$ cat config.mk
export PLATFORM = sky130hd
export DESIGN_NAME = blit_rectangle_clipper
export DESIGN_NICKNAME = d
export VERILOG_FILES = /design/src/sv/bclip_pkg.sv /design/src/sv/bclip_cfg.sv /design/src/sv/bclip_stage.sv /design/src/sv/bclip_out.sv /design/src/sv/blit_rectangle_clipper.sv
export SDC_FILE = /design/constraint.sdc
export NUM_CORES = 2
export LEC_CHECK = 0
export BUFFER_PORTS_ARGS = -buffer_cell sky130_fd_sc_hd__buf_2
export CAP_MARGIN = 20
export CORE_MARGIN = 2
export CORE_UTILIZATION = 47
export CTS_CLUSTER_SIZE = 28
export DETAILED_ROUTE_END_ITERATION = 16
export GPL_ROUTABILITY_DRIVEN = 0
export PLACE_DENSITY = 0.73
export SLEW_MARGIN = 0
export SYNTH_ARGS = -nofsm -noshare
export SYNTH_HDL_FRONTEND = slang
export SYNTH_SLANG_ARGS = --single-unit
export TNS_END_PERCENT = 5
$ cat constraint.sdc
create_clock -name clk -period 9.1 [get_ports clk]
set_input_delay 0 -clock clk [delete_from_list [all_inputs] [get_ports clk]]
set_output_delay 0 -clock clk [all_outputs]
set_load 0.1 [all_outputs]
$ cat src/sv/bclip_pkg.sv
`timescale 1ns / 1ps
// Package for the block-transfer rectangle clipper.
// Item and axis types, register codes, clip check codes and the per-check trim math.
// No dependencies.
package bclip_pkg;

  localparam int COORD_BITS = 16;
  localparam int INT_BITS   = COORD_BITS + 2;
  localparam int NUM_REGS   = 8;
  localparam int IDX_BITS   = $clog2(NUM_REGS);
  localparam int NUM_STAGES = 4;

  typedef logic signed [COORD_BITS-1:0] coord_t;
  typedef logic signed [INT_BITS-1:0]   int_t;
  typedef logic [IDX_BITS-1:0]          reg_idx_t;
  typedef logic [1:0]                   check_t;

  localparam coord_t COORD_MIN = {1'b1, {(COORD_BITS-1){1'b0}}};
  localparam coord_t COORD_MAX = {1'b0, {(COORD_BITS-1){1'b1}}};

  localparam reg_idx_t REG_DST_MIN_X = 3'd0;
  localparam reg_idx_t REG_DST_MIN_Y = 3'd1;
  localparam reg_idx_t REG_DST_MAX_X = 3'd2;
  localparam reg_idx_t REG_DST_MAX_Y = 3'd3;
  localparam reg_idx_t REG_SRC_MIN_X = 3'd4;
  localparam reg_idx_t REG_SRC_MIN_Y = 3'd5;
  localparam reg_idx_t REG_SRC_MAX_X = 3'd6;
  localparam reg_idx_t REG_SRC_MAX_Y = 3'd7;

  localparam check_t CHK_DST_MIN = 2'd0;
  localparam check_t CHK_DST_MAX = 2'd1;
  localparam check_t CHK_SRC_MIN = 2'd2;
  localparam check_t CHK_SRC_MAX = 2'd3;

  typedef struct packed {
    coord_t dst_x;
    coord_t dst_y;
    coord_t src_min_x;
    coord_t src_min_y;
    coord_t src_max_x;
    coord_t src_max_y;
  } in_item_t;

  typedef struct packed {
    coord_t out_dst_x;
    coord_t out_dst_y;
    coord_t out_src_min_x;
    coord_t out_src_min_y;
    coord_t out_src_max_x;
    coord_t out_src_max_y;
    logic   visible;
  } out_item_t;

  // one axis of an item in flight: corner, source edges, extent
  typedef struct packed {
    int_t p;
    int_t r0;
    int_t r1;
    int_t w;
  } axis_t;

  typedef struct packed {
    coord_t dst_min_x;
    coord_t dst_min_y;
    coord_t dst_max_x;
    coord_t dst_max_y;
    coord_t src_min_x;
    coord_t src_min_y;
    coord_t src_max_x;
    coord_t src_max_y;
  } clip_win_t;

  function automatic int_t sext(input coord_t v);
    int_t r;
    r = {{(INT_BITS-COORD_BITS){v[COORD_BITS-1]}}, v};
    return r;
  endfunction

  function automatic axis_t mk_axis(input coord_t p, input coord_t r0, input coord_t r1);
    axis_t a;
    a.p  = sext(p);
    a.r0 = sext(r0);
    a.r1 = sext(r1);
    a.w  = a.r1 - a.r0;
    return a;
  endfunction

  function automatic axis_t trim(input axis_t a, input check_t chk, input coord_t lim);
    int_t  l;
    int_t  s;
    int_t  t;
    axis_t r;
    l = sext(lim);
    s = a.p + a.w;
    t = '0;
    r = a;
    case (chk)
      CHK_DST_MIN: begin
        if (a.p < l) begin
          t    = l - a.p;
          r.p  = a.p + t;
          r.r0 = a.r0 + t;
          r.w  = a.w - t;
        end
      end
      CHK_DST_MAX: begin
        if (s > l) begin
          t    = s - l;
          r.r1 = a.r1 - t;
          r.w  = a.w - t;
        end
      end
      CHK_SRC_MIN: begin
        if (a.r0 < l) begin
          t    = l - a.r0;
          r.p  = a.p + t;
          r.r0 = a.r0 + t;
          r.w  = a.w - t;
        end
      end
      CHK_SRC_MAX: begin
        if (a.r1 > l) begin
          t    = a.r1 - l;
          r.r1 = a.r1 - t;
          r.w  = a.w - t;
        end
      end
      default: r = a;
    endcase
    return r;
  endfunction

  function automatic coord_t sat(input int_t v);
    coord_t r;
    if ((&v[INT_BITS-1:COORD_BITS-1]) || !(|v[INT_BITS-1:COORD_BITS-1])) begin
      r = v[COORD_BITS-1:0];
    end else if (v[INT_BITS-1]) begin
      r = COORD_MIN;
    end else begin
      r = COORD_MAX;
    end
    return r;
  endfunction

endpackage

$ cat src/sv/bclip_cfg.sv
`timescale 1ns / 1ps
// Clip window register file, written through the plain write port.
// Depends on bclip_pkg.
module bclip_cfg (
  input  logic                clk,
  input  logic                rst,
  input  logic                cfg_we,
  input  bclip_pkg::reg_idx_t cfg_index,
  input  bclip_pkg::coord_t   cfg_data,
  output bclip_pkg::clip_win_t win
);

  always_ff @(posedge clk) begin
    if (rst) begin
      win.dst_min_x <= bclip_pkg::COORD_MIN;
      win.dst_min_y <= bclip_pkg::COORD_MIN;
      win.dst_max_x <= bclip_pkg::COORD_MAX;
      win.dst_max_y <= bclip_pkg::COORD_MAX;
      win.src_min_x <= bclip_pkg::COORD_MIN;
      win.src_min_y <= bclip_pkg::COORD_MIN;
      win.src_max_x <= bclip_pkg::COORD_MAX;
      win.src_max_y <= bclip_pkg::COORD_MAX;
    end else if (cfg_we) begin
      case (cfg_index)
        bclip_pkg::REG_DST_MIN_X: win.dst_min_x <= cfg_data;
        bclip_pkg::REG_DST_MIN_Y: win.dst_min_y <= cfg_data;
        bclip_pkg::REG_DST_MAX_X: win.dst_max_x <= cfg_data;
        bclip_pkg::REG_DST_MAX_Y: win.dst_max_y <= cfg_data;
        bclip_pkg::REG_SRC_MIN_X: win.src_min_x <= cfg_data;
        bclip_pkg::REG_SRC_MIN_Y: win.src_min_y <= cfg_data;
        bclip_pkg::REG_SRC_MAX_X: win.src_max_x <= cfg_data;
        bclip_pkg::REG_SRC_MAX_Y: win.src_max_y <= cfg_data;
        default: ;
      endcase
    end
  end

endmodule

$ cat src/sv/bclip_stage.sv
`timescale 1ns / 1ps
// One pipeline stage: a single clip check applied to both axes, registered.
// Depends on bclip_pkg.
module bclip_stage (
  input  logic               clk,
  input  logic               rst,
  input  bclip_pkg::check_t  chk,
  input  bclip_pkg::coord_t  lim_x,
  input  bclip_pkg::coord_t  lim_y,
  input  logic               in_valid,
  input  bclip_pkg::axis_t   in_x,
  input  bclip_pkg::axis_t   in_y,
  output logic               out_valid,
  output bclip_pkg::axis_t   out_x,
  output bclip_pkg::axis_t   out_y
);

  always_ff @(posedge clk) begin
    if (rst) begin
      out_valid <= 1'b0;
    end else begin
      out_valid <= in_valid;
    end
  end

  always_ff @(posedge clk) begin
    out_x <= bclip_pkg::trim(in_x, chk, lim_x);
    out_y <= bclip_pkg::trim(in_y, chk, lim_y);
  end

endmodule

$ cat src/sv/bclip_out.sv
`timescale 1ns / 1ps
// Output stage: saturates coordinates, forms the visible flag, drives the strobe.
// Depends on bclip_pkg.
module bclip_out (
  input  logic                 clk,
  input  logic                 rst,
  input  logic                 in_valid,
  input  bclip_pkg::axis_t     in_x,
  input  bclip_pkg::axis_t     in_y,
  output logic                 done,
  output bclip_pkg::out_item_t result
);

  always_ff @(posedge clk) begin
    if (rst) begin
      done <= 1'b0;
    end else begin
      done <= in_valid;
    end
  end

  always_ff @(posedge clk) begin
    result.out_dst_x     <= bclip_pkg::sat(in_x.p);
    result.out_dst_y     <= bclip_pkg::sat(in_y.p);
    result.out_src_min_x <= bclip_pkg::sat(in_x.r0);
    result.out_src_min_y <= bclip_pkg::sat(in_y.r0);
    result.out_src_max_x <= bclip_pkg::sat(in_x.r1);
    result.out_src_max_y <= bclip_pkg::sat(in_y.r1);
    result.visible       <= (in_x.w > 0) && (in_y.w > 0);
  end

endmodule

$ cat src/sv/blit_rectangle_clipper.sv
`timescale 1ns / 1ps
// Block-transfer rectangle clipper. An item is taken at every clock edge with start high
// and busy low; busy is set during reset and cleared at the first clock edge that samples
// reset low. Each item comes out on result with done high for one cycle; the result
// cannot be held off and must be captured then. The path is the input register, four
// check stages (destination min, destination max, source min, source max, both axes in
// parallel) and the saturating output register; while busy is low one item per cycle is
// sustained. Depends on bclip_pkg, bclip_cfg, bclip_stage, bclip_out.
module blit_rectangle_clipper (
  input  logic                 clk,
  input  logic                 rst,
  input  logic                 start,
  output logic                 busy,
  input  bclip_pkg::in_item_t  req,
  output logic                 done,
  output bclip_pkg::out_item_t result,
  input  logic                 cfg_we,
  input  bclip_pkg::reg_idx_t  cfg_index,
  input  bclip_pkg::coord_t    cfg_data
);

  bclip_pkg::clip_win_t win;
  logic                 accept;
  logic                 vld [bclip_pkg::NUM_STAGES+1];
  bclip_pkg::axis_t     ax_x [bclip_pkg::NUM_STAGES+1];
  bclip_pkg::axis_t     ax_y [bclip_pkg::NUM_STAGES+1];
  bclip_pkg::check_t    chk [bclip_pkg::NUM_STAGES];
  bclip_pkg::coord_t    lim_x [bclip_pkg::NUM_STAGES];
  bclip_pkg::coord_t    lim_y [bclip_pkg::NUM_STAGES];

  assign accept = start && !busy;

  always_ff @(posedge clk) begin
    if (rst) begin
      busy <= 1'b1;
    end else begin
      busy <= 1'b0;
    end
  end

  bclip_cfg u_cfg (
    .clk       (clk),
    .rst       (rst),
    .cfg_we    (cfg_we),
    .cfg_index (cfg_index),
    .cfg_data  (cfg_data),
    .win       (win)
  );

  always_ff @(posedge clk) begin
    if (rst) begin
      vld[0] <= 1'b0;
    end else begin
      vld[0] <= accept;
    end
  end

  always_ff @(posedge clk) begin
    ax_x[0] <= bclip_pkg::mk_axis(req.dst_x, req.src_min_x, req.src_max_x);
    ax_y[0] <= bclip_pkg::mk_axis(req.dst_y, req.src_min_y, req.src_max_y);
  end

  assign chk[0]   = bclip_pkg::CHK_DST_MIN;
  assign lim_x[0] = win.dst_min_x;
  assign lim_y[0] = win.dst_min_y;
  assign chk[1]   = bclip_pkg::CHK_DST_MAX;
  assign lim_x[1] = win.dst_max_x;
  assign lim_y[1] = win.dst_max_y;
  assign chk[2]   = bclip_pkg::CHK_SRC_MIN;
  assign lim_x[2] = win.src_min_x;
  assign lim_y[2] = win.src_min_y;
  assign chk[3]   = bclip_pkg::CHK_SRC_MAX;
  assign lim_x[3] = win.src_max_x;
  assign lim_y[3] = win.src_max_y;

  for (genvar i = 0; i < bclip_pkg::NUM_STAGES; i++) begin : g_stg
    bclip_stage u_stage (
      .clk       (clk),
      .rst       (rst),
      .chk       (chk[i]),
      .lim_x     (lim_x[i]),
      .lim_y     (lim_y[i]),
      .in_valid  (vld[i]),
      .in_x      (ax_x[i]),
      .in_y      (ax_y[i]),
      .out_valid (vld[i+1]),
      .out_x     (ax_x[i+1]),
      .out_y     (ax_y[i+1])
    );
  end

  bclip_out u_out (
    .clk      (clk),
    .rst      (rst),
    .in_valid (vld[bclip_pkg::NUM_STAGES]),
    .in_x     (ax_x[bclip_pkg::NUM_STAGES]),
    .in_y     (ax_y[bclip_pkg::NUM_STAGES]),
    .done     (done),
    .result   (result)
  );

  a_latency: assert property (@(posedge clk) disable iff (rst)
    accept |-> ##6 done)
    else $error("accepted item did not complete in six cycles");

  a_no_done_after_reset: assert property (@(posedge clk)
    done |-> !$past(rst))
    else $error("result strobe right after reset");

  a_busy_only_reset: assert property (@(posedge clk)
    busy |-> $past(rst))
    else $error("busy raised outside reset");

endmodule
# --- After elaboration in Yosys (flattened, before gate mapping) ---
# Cells that the tools add are included.
op_classes:
  addsub: 32
  magnitude_cmp: 10
  n_eq_ne: 7
  n_mux: 25
  n_reduce_logical: 36
ops:
  columns: ["cell", "n"]
  rows:
  - ["$mux 36", 8]
  - ["$mux 16", 12]
  - ["$sub 18x18->18", 8]
  - ["$add 18x18->18", 6]
  - ["$add 16x17->18", 4]
  - ["$gt 18x16->1", 4]
  - ["$mux 18", 4]
  - ["$sub 16x18->18", 4]
  - ["$sub 18x16->18", 4]
  - ["$sub 16x16->17", 4]
  - ["$gt 18x1->1 const B", 2]
  - ["$lt 18x16->1", 2]
  - ["$sub 17x17->18", 2]
  - ["$lt 16x16->1", 2]
  - ["$reduce_and 3->1", 6]
  - ["$reduce_or 3->1", 6]
  - ["$reduce_and 2->1", 8]
  - ["$eq 3x3->1 const B", 4]
  - ["$logic_not 1->1", 7]
  - ["$eq 3x2->1 const B", 2]
  - ["$logic_or 1x1->1", 6]
  - ["$eq 3x1->1 const B", 1]
  - ["$logic_not 3->1", 1]
  - ["$logic_and 1x1->1", 2]
  - ["$mux 1", 1]
word_totals:
  register_bits: 934
  inputBits: 119
  out_inout_bits: 99
  word_cells: 172

# --- Depth between registers and ports, before layout ---
depth:
  depth_word: 4
  depth_mapped: 29
  depth_no_buf: 29

# --- Hierarchy ---
# From an unflattened synthesis, not the netlist that was laid out.
hier_totals:
  hier_cells: 17688
  area_unflattened_um2: 133724.5
by_module_without_submodules:
  columns: ["mod", "n_inst", "cells_per_inst", "area_each_um2", "seq_area_each_um2"]
  rows:
  - ["bclip_stage (g_stg[2].u_stage ...)", 2, 4083, 29981.3, 2902.8]
  - ["bclip_stage (g_stg[0].u_stage)", 1, 4098, 30599.3, 2902.8]
  - ["bclip_stage (g_stg[1].u_stage)", 1, 4023, 29968.7, 2902.8]
  - ["bclip_cfg", 1, 456, 4898.4, 2562.5]
  - ["blit_rectangle_clipper", 1, 380, 4381.7, 2642.5]
  - ["bclip_out", 1, 565, 3913.8, 1961.9]

# --- Worst setup path after synthesis ---
# No wires, ideal clock.
synth_timing:
  path_kind: "reg-to-reg"
  start: "register g_stg[0].u_stage.out_x[0] (netlist bit)"
  end: "register g_stg[1].u_stage.out_x[34] (netlist bit)"
  setup_time_ns: 0.112
  arrival_time_ns: 5.665
  required_ns: 8.988
  setup_slack_ns: 3.323
  path_stages_with_launch: 27
  n_path_buf: 0
  synth_period_minus_slack_ns: 5.777
  cell_sequence: "dfxtp_1 -> ha_1 -> inv_1 -> fa_1 -> nor2b_1 -> o21ai_0 -> a21boi_0 -> o21ai_0 -> a21boi_0 -> nor2_1 -> ha_1 -> nor4_1 -> a21oi_1 -> a21o_2 -> a21oi_1 -> xor2_1 -> ha_1 -> nand3_1 -> o21ai_0 -> o21ai_0 -> maj3_2 -> maj3_2 -> maj3_2 -> maj3_2 -> maj3_2 -> mux2i_1 -> a2111oi_1"
synth_via:
  elab_chain_len: 4
  elab_cells_between_ends: 5
  cone_classes: "add/sub (3); order compare (1); mux (1)"
synth_lines:
  columns: ["item", "line", "source"]
  rows:
  - ["from (decl)", "bclip_stage.sv:14", "output bclip_pkg::axis_t out_x,"]
  - ["from (signal assigned)", "bclip_stage.sv:27", "out_x <= bclip_pkg::trim(in_x, chk, lim_x);"]
  - ["$add 18x18->18 *", "bclip_pkg.sv:94", "s = a.p + a.w;"]
  - ["$sub 18x16->18", "bclip_pkg.sv:108", "t = s - l;"]
  - ["$sub 16x18->18", "bclip_pkg.sv:109", "r.r1 = a.r1 - t;"]
  - ["$mux 36 *", "bclip_pkg.sv:107", "if (s > l) begin"]
  - ["to (signal assigned)", "bclip_stage.sv:27", null]
  - ["to (decl)", "bclip_stage.sv:14", null]
# Mark *: on every way between the ends. The rest lies on a longest branch, timed or not.
# A chain may end at the register's enable or synchronous reset.

# --- Final worst setup path ---
layout_timing:
  start: "register g_stg[0].u_stage.out_x[0] (netlist bit)"
  end: "register g_stg[1].u_stage.out_x[35] (netlist bit)"
# The elaborated chain is that of the path after synthesis.

==> results_dict.tcl <==
set metrics [dict create \
    worstReg2RegEnd "g_stg[1].u_stage.out_x[35]" \
    reg2reg_setup_slack_ns 2.47 \
    drv_slew 0 \
    area_growth_pct 15.98 \
    period_needed_ns 6.626 \
    wl_per_cell_um 17.55 \
    clk_latency_ns 0.69 \
    start_kind "flip-flop" \
    tritoncts "yes" \
    fin_ws_ns 2.474 \
    max_cap_viol_count 0 \
    slew_headroom 0.2340 \
    vias 42510 \
    fin_skew_ns 0.02822 \
    cp_max_fo 52 \
    worst_slew_pin_slew_ns 1.145 \
    htree_num_levels 3 \
    layout-drive-gt1-share 0.08887 \
    overflow 0 \
    firstDrtPassIters 7 \
    clkTransAtPathRegs_ns 0.06 \
    synth_edf_count 0 \
    async_flop_share 0 \
    start_util 0.4734 \
    route.detailed.drc 0 \
    cts_hold_buffers 215 \
    rsz0062_at_grt "false" \
    via_per_inst 5.437 \
    arrival_ns 7.22 \
    cts_resized 0 \
    rr_startpoint "g_stg[0].u_stage.out_x[0]" \
    io_buffers 217 \
    die-area_um2 110300 \
    critPathRequiredTime_ns 9.69 \
    drtIter0Drc 3504 \
    antenna_found_initial 11 \
    cts.path.max_buffers 3 \
    path_class "flip-flop to flip-flop" \
    cpMostUsedCell "o21ai_0" \
    yosysMostFrequentCell "dfxtp_1" \
    first_global_vias 40590 \
    ys_top_cells_by_area "dfxtp_1 (37%), ha_1 (13%), xnor2_1 (5.3%)" \
    grt_usage 0.2417 \
    ys_top_cells_by_count "dfxtp_1 (934), nand2_1 (681), nor2_1 (594)" \
    coreArea_um2 106900 \
    cts_root_buffer "clkbuf_16" \
    dp_hpwl_um 105700 \
    cts_setup_buffers 0 \
    setup_tns_ns 0 \
    grt_pass1_wl_um 214200 \
    synth_area_um2 50600 \
    synthCells 5948 \
    fin_crit_sh 0.7282 \
    synth_flop_cell "dfxtp_1" \
    yosysWarnings 0 \
    synth_top_area_share 0.3695 \
    cp-end-kind "flip-flop" \
    finalWirelength_um 137200 \
    synth_cell_types 90 \
    hold_viol 0 \
    min_to "ax_x[312]" \
    fin_nets 6997 \
    die_width_um 332.1 \
    report.final.setup_viol 0 \
    reg2reg_depth 28 \
    syn_nets 6613 \
    rows 120 \
    place_ws_ns 2.613 \
    postRouteAntennaNets 0 \
    hold-path-cell-count 2 \
    seq_area_frac_synth 0.3695 \
    numClockSinks 934 \
    ios 218 \
    hp-start "req[22]" \
    grt_max_degree 92 \
    crit_slowest_cell "a31o_2" \
    clock.fmax_mhz 150.9 \
    cts_buffers 97 \
    ys_ff_latch 934 \
    slowest_delay_ns 0.77 \
    run_status "completed" \
    yosysTopAreaCell "dfxtp_1" \
    die_y_um 332.1 \
    avgSynthCellArea_um2 8.508 \
    min_path_type "input pin to flip-flop" \
]
[sequential cells by signal, summed over array words and instances (netlist names)]
| name | flops |
|---|---|
| u_out.result | 97 |
| g_stg.u_stage.out_x | 286 |
| u_out.done | 1 |
| ax_x | 65 |
| g_stg.u_stage.out_y | 286 |
| busy | 1 |
| vld | 1 |
| ax_y | 65 |
| g_stg.u_stage.out_valid | 4 |
| u_cfg.win | 128 |
[cells by family after synthesis]
| family | share of synthesized area |
|---|---|
| AOI/OAI and AO/OA | 0.1671 |
| xor gates and xnor gates | 0.07301 |
| adders and majority gates | 0.1441 |
| buffers and inverters | 0.05242 |
| DFF | 0.3695 |
| muxes | 0.03397 |
| and+or+nand+nor | 0.1599 |
[final cells by class]
cell class / instances / area, µm²
multi-input combinational: 4331 / 29330
inverter: 518 / 1944
timing repair buffer: 450 / 3443
clock inverter: 54 / 783.3
sequential: 934 / 18700
tap: 1403 / 1755
clock buffer: 127 / 2733
fill: 9464 / 48210
antenna: 1 / 2.502
[stage by stage]
step / hold slack, ns / utilization / cell area (µm²) / std cells
3_3_place_gp: 0.1020 / 0.4950 / 52920 / 7416
3_5_place_dp: 0.1036 / 0.4950 / 52920 / 7416
6_report: 0.02754 / 0.5490 / 58690 / 7818
5_1_grt: 0.01941 / 0.5490 / 58690 / 7817
4_1_cts: 0.01064 / 0.5480 / 58580 / 7812
2_1_floorplan: 0.02772 / - / 50600 / 5948
[placed cells by master (no fill, tap or decap), drive strengths merged, types with 51 or more instances in the layout]
cell	instances
dfxtp	934
nand2	681
nor2	595
inv	528
ha	514
a21oi	444
o21ai	366
xnor2	305
buf	235
dlygate4sd3	215
clkbuf	127
xor2	116
mux2	110
a21o	96
nor3	93
nand3	86
nor2b	76
o21bai	74
nand3b	51
[per-layer routing]
layer,vias up,track usage,wire length (µm)
met5,-,0,35
met4,8,0.08868,4686
met3,258,0.03450,10270
met2,1349,0.3715,57750
met1,19780,0.3433,64440
li1,21120,-,-
[worst max path at each step]
| stage | startpoint | to | slack, ns | cells past startpoint |
|---|---|---|---|---|
| after global placement | g_stg[0].u_stage.out_x[0] | g_stg[1].u_stage.out_x[35] | 2.78 | 28 |
| after floorplan | g_stg[0].u_stage.out_x[0] | g_stg[1].u_stage.out_x[34] | 3.32 | 26 |
| after detailed placement | g_stg[0].u_stage.out_x[0] | g_stg[1].u_stage.out_x[35] | 2.61 | 28 |
| final | g_stg[0].u_stage.out_x[0] | g_stg[1].u_stage.out_x[35] | 2.47 | 28 |
| after global routing | g_stg[0].u_stage.out_x[0] | g_stg[1].u_stage.out_x[35] | 1.73 | 28 |
| after CTS | g_stg[0].u_stage.out_x[0] | g_stg[1].u_stage.out_x[35] | 2.54 | 28 |
[critical path: cells and delay by family, from the launching register on]
kind                       cells  cell delay [ns]
AOI/OAI and AO/OA             17             4.06
and+or+nand+nor                6             1.00
adders and majority gates      3             0.92
DFF                            1             0.35
xor gates and xnor gates       1             0.13
buffers and inverters          1             0.06
Power is not shown: default switching activity piles up to over one toggle a cycle in this logic, so the estimate is an artifact.
